## src/hdl/u8san_pkg.sv

```systemverilog
`timescale 1ns / 1ps
`default_nettype none

package u8san_pkg;

	localparam int QUEUE_DEPTH_DEF = 4;
	localparam int MAX_BYTES       = 4;
	localparam int IDX_W           = $clog2(MAX_BYTES);
	localparam int CNT_W           = $clog2(MAX_BYTES + 1);

	localparam logic [7:0] REPL_RESET = 8'h3F;
	localparam logic [7:0] CONT_MASK  = 8'hC0;
	localparam logic [7:0] CONT_TAG   = 8'h80;
	localparam logic [7:0] LEAD2_MIN  = 8'hC0;
	localparam logic [7:0] LEAD3_MIN  = 8'hE0;
	localparam logic [7:0] LEAD4_MIN  = 8'hF0;
	localparam logic [7:0] PASS_MIN   = 8'hF8;

	typedef struct packed {
		logic [MAX_BYTES-1:0][7:0] bytes;
		logic [CNT_W-1:0]          cnt;
		logic                      last;
	} rec_t;

endpackage

`default_nettype wire

```

## src/hdl/u8san_front.sv

```systemverilog
`timescale 1ns / 1ps
`default_nettype none

module u8san_front
	import u8san_pkg::*;
(
	input  wire logic       clk,
	input  wire logic       arst_n,
	input  wire logic       cfg_we,
	input  wire logic [7:0] cfg_wdata,
	input  wire logic       in_valid,
	output logic            in_ready,
	input  wire logic [7:0] in_byte,
	input  wire logic       in_last,
	input  wire logic       q_full,
	output logic            push,
	output rec_t            push_rec
);

	logic [7:0] repl_q;
	logic       pending_q;
	logic [7:0] lead_q;
	logic [1:0] need_q;
	logic [1:0] held_q;
	logic [1:0][7:0] hold_q;

	logic       acc;
	logic       cont;
	logic [1:0] need_new;
	logic [1:0] held_inc;
	logic [7:0] fb;
	logic       fcnt;
	logic       open;
	logic [CNT_W-1:0] nrep;
	logic       wr_hold;
	logic       pending_d;
	logic [1:0] need_d;
	logic [1:0] held_d;
	rec_t       rec;

	assign in_ready = !q_full;
	assign acc      = in_valid && in_ready;

	always_comb begin
		cont     = (in_byte & CONT_MASK) == CONT_TAG;
		need_new = (in_byte < LEAD3_MIN) ? 2'd1 : (in_byte < LEAD4_MIN) ? 2'd2 : 2'd3;
		held_inc = held_q + 2'd1;
		fb   = in_byte;
		fcnt = 1'b1;
		open = 1'b0;
		if (in_byte < CONT_TAG || in_byte >= PASS_MIN) begin
			fb = in_byte;
		end else if (in_byte < LEAD2_MIN) begin
			fb = repl_q;
		end else if (in_last) begin
			fb = repl_q;
		end else begin
			fcnt = 1'b0;
			open = 1'b1;
		end

		rec       = '0;
		rec.last  = in_last;
		nrep      = '0;
		wr_hold   = 1'b0;
		pending_d = pending_q;
		need_d    = need_q;
		held_d    = held_q;

		if (pending_q && cont) begin
			if (held_inc >= need_q) begin
				rec.bytes[0] = lead_q;
				rec.bytes[1] = (held_q != 2'd0) ? hold_q[0] : in_byte;
				rec.bytes[2] = (held_q == 2'd2) ? hold_q[1] : in_byte;
				rec.bytes[3] = in_byte;
				rec.cnt      = CNT_W'(held_q) + CNT_W'(2);
				pending_d    = 1'b0;
				need_d       = 2'd0;
				held_d       = 2'd0;
			end else begin
				wr_hold = 1'b1;
				held_d  = held_inc;
				if (in_last) begin
					for (int i = 0; i < MAX_BYTES; i++) begin
						rec.bytes[i] = repl_q;
					end
					rec.cnt   = CNT_W'(held_inc) + CNT_W'(1);
					pending_d = 1'b0;
					need_d    = 2'd0;
					held_d    = 2'd0;
				end
			end
		end else begin
			if (pending_q) begin
				nrep = CNT_W'(held_q) + CNT_W'(1);
			end
			for (int i = 0; i < MAX_BYTES; i++) begin
				rec.bytes[i] = (CNT_W'(i) < nrep) ? repl_q : fb;
			end
			rec.cnt   = nrep + CNT_W'(fcnt);
			pending_d = open;
			need_d    = open ? need_new : 2'd0;
			held_d    = 2'd0;
		end
	end

	assign push     = acc && (rec.cnt != '0);
	assign push_rec = rec;

	always_ff @(posedge clk or negedge arst_n) begin
		if (!arst_n) begin
			repl_q    <= REPL_RESET;
			pending_q <= 1'b0;
			lead_q    <= 8'h00;
			need_q    <= 2'd0;
			held_q    <= 2'd0;
		end else begin
			if (cfg_we) begin
				repl_q <= cfg_wdata;
			end
			if (acc) begin
				pending_q <= pending_d;
				need_q    <= need_d;
				held_q    <= held_d;
				if (open && !(pending_q && cont)) begin
					lead_q <= in_byte;
				end
			end
		end
	end

	always_ff @(posedge clk) begin
		if (acc && wr_hold) begin
			hold_q[held_q[0]] <= in_byte;
		end
	end

endmodule

`default_nettype wire

```

## src/hdl/u8san_queue.sv

```systemverilog
`timescale 1ns / 1ps
`default_nettype none

module u8san_queue
	import u8san_pkg::*;
#(
	parameter int DEPTH = QUEUE_DEPTH_DEF
) (
	input  wire logic clk,
	input  wire logic arst_n,
	input  wire logic push,
	input  wire rec_t push_rec,
	input  wire logic pop,
	output rec_t      head,
	output logic      empty,
	output logic      full
);

	localparam int PW = $clog2(DEPTH);
	localparam int CW = $clog2(DEPTH + 1);

	rec_t          slot_q [DEPTH];
	logic [PW-1:0] wr_q;
	logic [PW-1:0] rd_q;
	logic [CW-1:0] cnt_q;

	assign empty = cnt_q == '0;
	assign full  = cnt_q == CW'(DEPTH);
	assign head  = slot_q[rd_q];

	always_ff @(posedge clk or negedge arst_n) begin
		if (!arst_n) begin
			wr_q  <= '0;
			rd_q  <= '0;
			cnt_q <= '0;
		end else begin
			if (push) begin
				wr_q <= (wr_q == PW'(DEPTH - 1)) ? '0 : wr_q + 1'b1;
			end
			if (pop) begin
				rd_q <= (rd_q == PW'(DEPTH - 1)) ? '0 : rd_q + 1'b1;
			end
			if (push && !pop) begin
				cnt_q <= cnt_q + 1'b1;
			end else if (pop && !push) begin
				cnt_q <= cnt_q - 1'b1;
			end
		end
	end

	always_ff @(posedge clk) begin
		if (push) begin
			slot_q[wr_q] <= push_rec;
		end
	end

endmodule

`default_nettype wire

```

## src/hdl/u8san_back.sv

```systemverilog
`timescale 1ns / 1ps
`default_nettype none

module u8san_back
	import u8san_pkg::*;
(
	input  wire logic clk,
	input  wire logic arst_n,
	input  wire rec_t head,
	input  wire logic empty,
	output logic      pop,
	output logic      out_valid,
	input  wire logic out_ready,
	output logic [7:0] out_byte,
	output logic      out_last
);

	logic             out_valid_q;
	logic [7:0]       out_byte_q;
	logic             out_last_q;
	logic [IDX_W-1:0] idx_q;

	logic adv;
	logic load;
	logic at_end;

	assign adv    = !out_valid_q || out_ready;
	assign load   = adv && !empty;
	assign at_end = idx_q == IDX_W'(head.cnt - CNT_W'(1));
	assign pop    = load && at_end;

	always_ff @(posedge clk or negedge arst_n) begin
		if (!arst_n) begin
			out_valid_q <= 1'b0;
			idx_q       <= '0;
		end else begin
			if (adv) begin
				out_valid_q <= !empty;
			end
			if (load) begin
				idx_q <= at_end ? '0 : idx_q + 1'b1;
			end
		end
	end

	always_ff @(posedge clk) begin
		if (load) begin
			out_byte_q <= head.bytes[idx_q];
			out_last_q <= head.last && at_end;
		end
	end

	assign out_valid = out_valid_q;
	assign out_byte  = out_byte_q;
	assign out_last  = out_last_q;

endmodule

`default_nettype wire

```

## src/hdl/utf8_stream_sanitizer.sv

```systemverilog
// Channel  | Handshake            | Payload
// in       | in_valid / in_ready  | in_byte[7:0], in_last
// out      | out_valid / out_ready| out_byte[7:0], out_last
// cfg      | cfg_we               | cfg_wdata[7:0] (replacement byte)
//
// Input takes one byte per cycle while the record queue has room.
// Each input byte yields 0 to 4 output bytes; if any, they enter the queue
// as one record. The output stage sends one byte per cycle while out_ready
// allows it, and pops a record when it loads the record's last byte. A
// byte is written to a queue slot, then loaded into the output register behind out_valid.
// in_ready drops when QUEUE_DEPTH records wait; reset empties the queue.
`timescale 1ns / 1ps
`default_nettype none

module utf8_stream_sanitizer
	import u8san_pkg::*;
#(
	parameter int QUEUE_DEPTH = QUEUE_DEPTH_DEF
) (
	input  wire logic       clk,
	input  wire logic       arst_n,
	input  wire logic       cfg_we,
	input  wire logic [7:0] cfg_wdata,
	input  wire logic       in_valid,
	output logic            in_ready,
	input  wire logic [7:0] in_byte,
	input  wire logic       in_last,
	output logic            out_valid,
	input  wire logic       out_ready,
	output logic [7:0]      out_byte,
	output logic            out_last
);

	logic push;
	rec_t push_rec;
	logic pop;
	rec_t head;
	logic empty;
	logic full;

	u8san_front u_front (
		.clk      (clk),
		.arst_n   (arst_n),
		.cfg_we   (cfg_we),
		.cfg_wdata(cfg_wdata),
		.in_valid (in_valid),
		.in_ready (in_ready),
		.in_byte  (in_byte),
		.in_last  (in_last),
		.q_full   (full),
		.push     (push),
		.push_rec (push_rec)
	);

	u8san_queue #(
		.DEPTH(QUEUE_DEPTH)
	) u_queue (
		.clk     (clk),
		.arst_n  (arst_n),
		.push    (push),
		.push_rec(push_rec),
		.pop     (pop),
		.head    (head),
		.empty   (empty),
		.full    (full)
	);

	u8san_back u_back (
		.clk      (clk),
		.arst_n   (arst_n),
		.head     (head),
		.empty    (empty),
		.pop      (pop),
		.out_valid(out_valid),
		.out_ready(out_ready),
		.out_byte (out_byte),
		.out_last (out_last)
	);

endmodule

`default_nettype wire

```

## config.mk

```make
export PLATFORM = sky130hd
export DESIGN_NAME = utf8_stream_sanitizer
export DESIGN_NICKNAME = d
export VERILOG_FILES = /design/src/hdl/u8san_pkg.sv /design/src/hdl/u8san_front.sv /design/src/hdl/u8san_queue.sv /design/src/hdl/u8san_back.sv /design/src/hdl/utf8_stream_sanitizer.sv
export SDC_FILE = /design/constraint.sdc
export NUM_CORES = 1
export LEC_CHECK = 0
export BUFFER_PORTS_ARGS = -buffer_cell sky130_fd_sc_hd__buf_2
export CAP_MARGIN = 20
export CORE_MARGIN = 2
export CORE_UTILIZATION = 60
export DETAILED_ROUTE_END_ITERATION = 10
export PLACE_DENSITY = 0.78
export RECOVER_POWER = 100
export SYNTH_ARGS = -nofsm -noshare
export SYNTH_HDL_FRONTEND = slang
export SYNTH_HIERARCHICAL = 1
export SYNTH_SLANG_ARGS = --single-unit
```

## constraint.sdc

```tcl
create_clock -name clk -period 4.6 [get_ports clk]
set_clock_uncertainty 0.15 [all_clocks]
set_input_delay 1.38 -clock clk [delete_from_list [all_inputs] [get_ports clk]]
set_output_delay 1.38 -clock clk [all_outputs]
set_load 0.01 [all_outputs]
```

== Word level (Yosys, flattened, before mapping) ==
Memory sizes are Yosys's and may differ from the RTL's.
Cells that the tools add are included.

* $add $sub $neg: 11
* Order comparisons: 13
* Eq/ne operators: 7
* Mux-type cells: 46
* Reduce and logical (&&, ||, !) cells: 25

{| class="wikitable"
|+ Operators with widths
! cell !! number
|-
| 35-bit two-way mux || 3
|-
| 8-bit two-way mux || 11
|-
| 8-bit less-than comparator, second input constant || 4
|-
| 2-bit two-way mux || 11
|-
| 8-bit binary-select mux with 2-bit select || 1
|-
| 16-bit bitwise mux || 1
|-
| 1-bit two-way mux || 14
|-
| 3-bit two-way mux || 4
|-
| 1-bit logical AND || 11
|-
| 2-bit by 1-bit adder with 2-bit output, second input constant || 4
|-
| 8-bit demux with 1-bit select || 1
|-
| 2-bit == test, second input constant || 4
|-
| 8-bit greater-or-equal comparator, second input constant || 1
|-
| 2-bit by 1-bit adder with 3-bit output, second input constant || 2
|-
| 1-bit zero test || 6
|-
| 1-bit by 3-bit less-than comparator with 1-bit output, first input constant || 2
|-
| 2-bit by 3-bit less-than comparator with 1-bit output, first input constant || 2
|-
| 2-bit AND reduction || 2
|-
| 2-bit nonzero test || 2
|-
| 2-bit by 2-bit adder with 3-bit output, second input constant || 1
|-
| 3-bit by 1-bit adder with 3-bit output || 1
|-
| 3-bit by 1-bit adder with 3-bit output, second input constant || 1
|-
| 3-bit == test, second input constant || 1
|-
| 3-bit zero test || 1
|-
| 10 further kinds || 11
|}

* Register bits after elaboration: 56
* RAM bits: 144
* Word-level logic and storage cells: 117
* Memories: 1

{| class="wikitable"
|+ Memories
! name !! depth !! width !! rd ports !! clocked after memory_dff !! write ports !! line !! source
|-
| u_queue.slot_q || 4 || 36 || 1 || 0 || 1 || u8san_queue.sv:22 || <nowiki>rec_t slot_q [DEPTH];</nowiki>
|}

== Longest topological paths before layout ==
* Depth in word-level cells: 12
* Mapped depth: 14

== Hierarchy ==
The synthesis kept the hierarchy.

{| class="wikitable"
|+ By module, submodules not included
! module !! instances !! cells an instance !! area an instance (µm²) !! sequential area each (µm²)
|-
| u8san_queue || 1 || 225 || 5617.9 || 4499.3
|-
| u8san_front || 1 || 279 || 2617.5 || 1013.5
|-
| u8san_back || 1 || 38 || 646.9 || 345.3
|}

== Worst setup path after synthesis ==
OpenSTA, ideal clock, no wires.

* Path type: input port to flip-flop
* Start: input port in_byte[6]
* End: memory u_queue/slot_q[0][0] (netlist bit) (enable)
* Setup time: 0.397 ns
* Arrival time: 3.854 ns
* Slack: 0.200 ns
* Stages on the path: 9
* Buffers on the path: 1
* Cells stage by stage: buf_2 > nand4_2 > ha_1 > ha_1 > nand3_1 > a21oi_1 > a311oi_1 > o31a_1 > and2_1

{| class="wikitable"
|+ RTL lines
! what !! line !! source
|-
| from (decl) || utf8_stream_sanitizer.sv:26 || <nowiki>input wire logic [7:0] in_byte,</nowiki>
|-
| to (decl) || u8san_queue.sv:22 ||
|}

==> qor.log <==
qor: clocking.cts_hold_buffers 0
qor: layout.instances_no_fill 776
qor: yosys.synthesis.yosys.warnings 6
qor: placed_design.detailedPlacementHpwl 11,600 um
qor: timing.setup_repair_after_global_routing_missed_its_margin false
qor: setup_path.arrival 4.07 ns
qor: layout.multi_input_comb_area 2740 um2
qor: layout.fillerInstances 991
qor: detailed_routing.wl_per_cell 23.5 um
qor: timing.final_min_period_over_clock_period 0.905
qor: timing.worst_slew_slack_as_a_fraction_of_its_limit -0.253
qor: timing.final_period_minus_worst_setup_slack 4.16 ns
qor: yosys.mappedNetlistNets 573
qor: floorplan.dieHeight 125 um
qor: floorplan.die_area 15,500 um2
qor: timing.setup_viol 0
qor: setup_path.critical_path.startpoint_type primary input
qor: placed_design.port-buffer-count 32
qor: timing.timing_worst_slew_pin_value 1.88 ns
qor: floorplan.floorplan.initialDensity 0.608
qor: clocking.cts_resized 0
qor: setup_path.timing.critical_path.cells clkbuf_1 > nand3_1 > nand4_1 > ha_1 > ha_1 > or2_2 > a21oi_1 > a311oi_1 > o31a_1 > buf_4 > and2_0 > clkbuf_4
qor: clocking.clock_tree_from_tritoncts yes
qor: timing.finalSetupTns 0 ns
qor: detailed_routing.route.detailed.drc 0
qor: global_route.global_route.usage.met3 0.0442
qor: layout.seq_area 5740 um2
qor: floorplan.io-pin-count 33
qor: timing.max_freq 240 MHz
qor: clocking.clkSlewWorstSetupHoldPaths 0.07 ns
qor: setup_path.setup.worst_path.end_class flop
qor: yosys.netlist_instances 537
qor: status.violations max-capacitance violations, max-slew violations
qor: min_path.timing.hold.worst.class reg2reg
qor: clocking.cts_num_sinks 196
qor: placed_design.placement.setup.worst_slack 0.113 ns
qor: global_route.via_count_of_the_first_global_routing_pass 4,994
qor: setup_path.delay_contributed_by_the_slowest_stage_of_the_critical_path 0.51 ns
qor: timing.final-max-slew-violation-count 32
qor: clocking.cts_root_buf sky130_fd_sc_hd__clkbuf_16
qor: setup_path.timing.setup.critical_path_class in2reg
qor: layout.finish.utilization 0.668
qor: timing.worst_slack 0.438 ns
qor: timing.final.hold.worst_slack 0.328 ns
qor: setup_path.critPathSlowestCell sky130_fd_sc_hd__clkbuf_4
qor: clocking.htree_num_levels 4
qor: setup_path.setup.reg_to_reg.worst_slack 0.54 ns
qor: placed_design.inst_count_dp 744
qor: detailed_routing.vias 4,998
qor: global_route.grtUsageTotal 0.242
qor: pwr.worst_ir_drop_vdd 0.000262 V
qor: global_route.global_routing_usage_on_met1 0.341
qor: detailed_routing.number_of_nets_with_antenna_violations_after_routing 0
qor: global_route.maximum_number_of_pins_on_one_net_before_global_route_repair 36
qor: floorplan.die_x 125 um
qor: layout.finish.net_count 615
qor: clocking.cts_setup_buffers 0
qor: global_route.global_route.usage.met2 0.387
qor: global_route.grt_first_pass_wirelength 28,200 um
qor: yosys.synth.avg_cell_area 16.3 um2
qor: floorplan.num_rows 44
qor: status.result_of_the_run finished, violations left
qor: placed_design.routabilityCongestion 0.888
qor: floorplan.design.core.area 14,400 um2
qor: global_route.antenna_found_initial 0
qor: detailed_routing.finalWirelength 18,300 um
qor: pwr.power.density 566 nW/um2
qor: run.timing.max_cap.violations 1
qor: detailed_routing.drt-pass1-iter-count 5
qor: clocking.clk_path_buf_depth 2
qor: setup_path.cp_common_cell sky130_fd_sc_hd__ha_1
qor: timing.finalHoldViolCount 0
qor: layout.n_antenna_cell 0
qor: setup_path.cp_num_buf_inv 3
qor: detailed_routing.vias_per_cell 6.44
qor: layout.final_layout_size_suffix_gt1_frac 0.204
qor: layout.syn_to_final_growth 9.76%
qor: global_route.gr_peak_layer met2
qor: yosys.syn_area 8740 um2
qor: setup_path.crit_path_max_fanout 35
qor: detailed_routing.first_iter_violations 568
qor: setup_path.timing.critical_path.required 4.51 ns
qor: global_route.globalRoute.totalOverflow 0
qor: pwr.static-leakage-power 3.35 nW
qor: clocking.clk_latency 0.43 ns
qor: clocking.cts-buffers-inserted 17
qor: setup_path.critical-path-top-delay-family buffers and inverters
==> cell usage in the layout, fill, tap and decap left out, drive strengths merged, types with 7 or more instances in the layout <==
cell    instances
nand3          11
a221o           7
inv            15
o21ai          23
and2            8
nor2           15
buf            16
nand2          41
mux2           15
clkbuf         54
mux2i          14
ha             13
dfrtp          25
mux4           43
a21oi          25
edfxtp        165
==> worst reg2reg max path, stage by stage (launching register included) <==
cell and delay (ns):
sky130_fd_sc_hd__dfrtp_1 0.49, sky130_fd_sc_hd__inv_1 0.21, sky130_fd_sc_hd__ha_1 0.53, sky130_fd_sc_hd__ha_1 0.34, sky130_fd_sc_hd__a21oi_2 0.13, sky130_fd_sc_hd__buf_4 0.23
sky130_fd_sc_hd__a31oi_1 0.11, sky130_fd_sc_hd__a21oi_1 0.38, sky130_fd_sc_hd__o31a_1 0.26, sky130_fd_sc_hd__buf_4 0.17, sky130_fd_sc_hd__and2_0 0.14, sky130_fd_sc_hd__clkbuf_4 0.51
==> layout make-up <==
type	count	share of cell area
inverter	14	0.00548
clock buffer	20	0.0455
multi-input combinational	300	0.286
sequential	196	0.598
timing repair buffer	50	0.0244
clock inverter	12	0.0170
tap	184	0.0240
==> layer usage <==
layer	part of all wire	vias up	wire length (um)
met5	0	-	0
met4	0.017	0	316
met3	0.072	28	1320
met2	0.50	246	9050
met1	0.41	2510	7570
li1	-	2214	-
==> stage by stage <==
step                area (um2)  power, mW
floorplan                 8740       3.61
global placement          9090       3.90
detailed placement        9090       3.98
CTS                       9690       5.50
global route              9590       5.66
finish                    9590       5.43
==> registers in the layout, summed over array words and instances, names as in the netlist, 3 cells and up <==
name             cells
u_queue/slot_q     140
u_front/hold_q      16
u_back/out_byte      8
u_front/lead_q       8
u_front/repl_q       8
u_queue/cnt_q        3
==> power by group <==
group	leakage [nW]	internal (mW)	switching, mW
clock network	0.291	0.903	0.602
logic	1.18	0.653	0.701
registers	1.88	2.37	0.205
==> worst paths after layout <==
path,from,to,cells past startpoint
worst max-delay path,in_byte[5],u_queue/slot_q[3][26],12
worst min-delay path,u_front/lead_q[6],u_front/lead_q[6],1
max in group asynchronous,arst_n,u_front/lead_q[0],1
worst min register to register,u_front/lead_q[6],u_front/lead_q[6],1
min in group asynchronous,arst_n,u_back/idx_q[1],1
worst max register to register,u_front/held_q[0],u_queue/slot_q[3][26],11
Note: power is estimated with default switching activity, not from simulation.
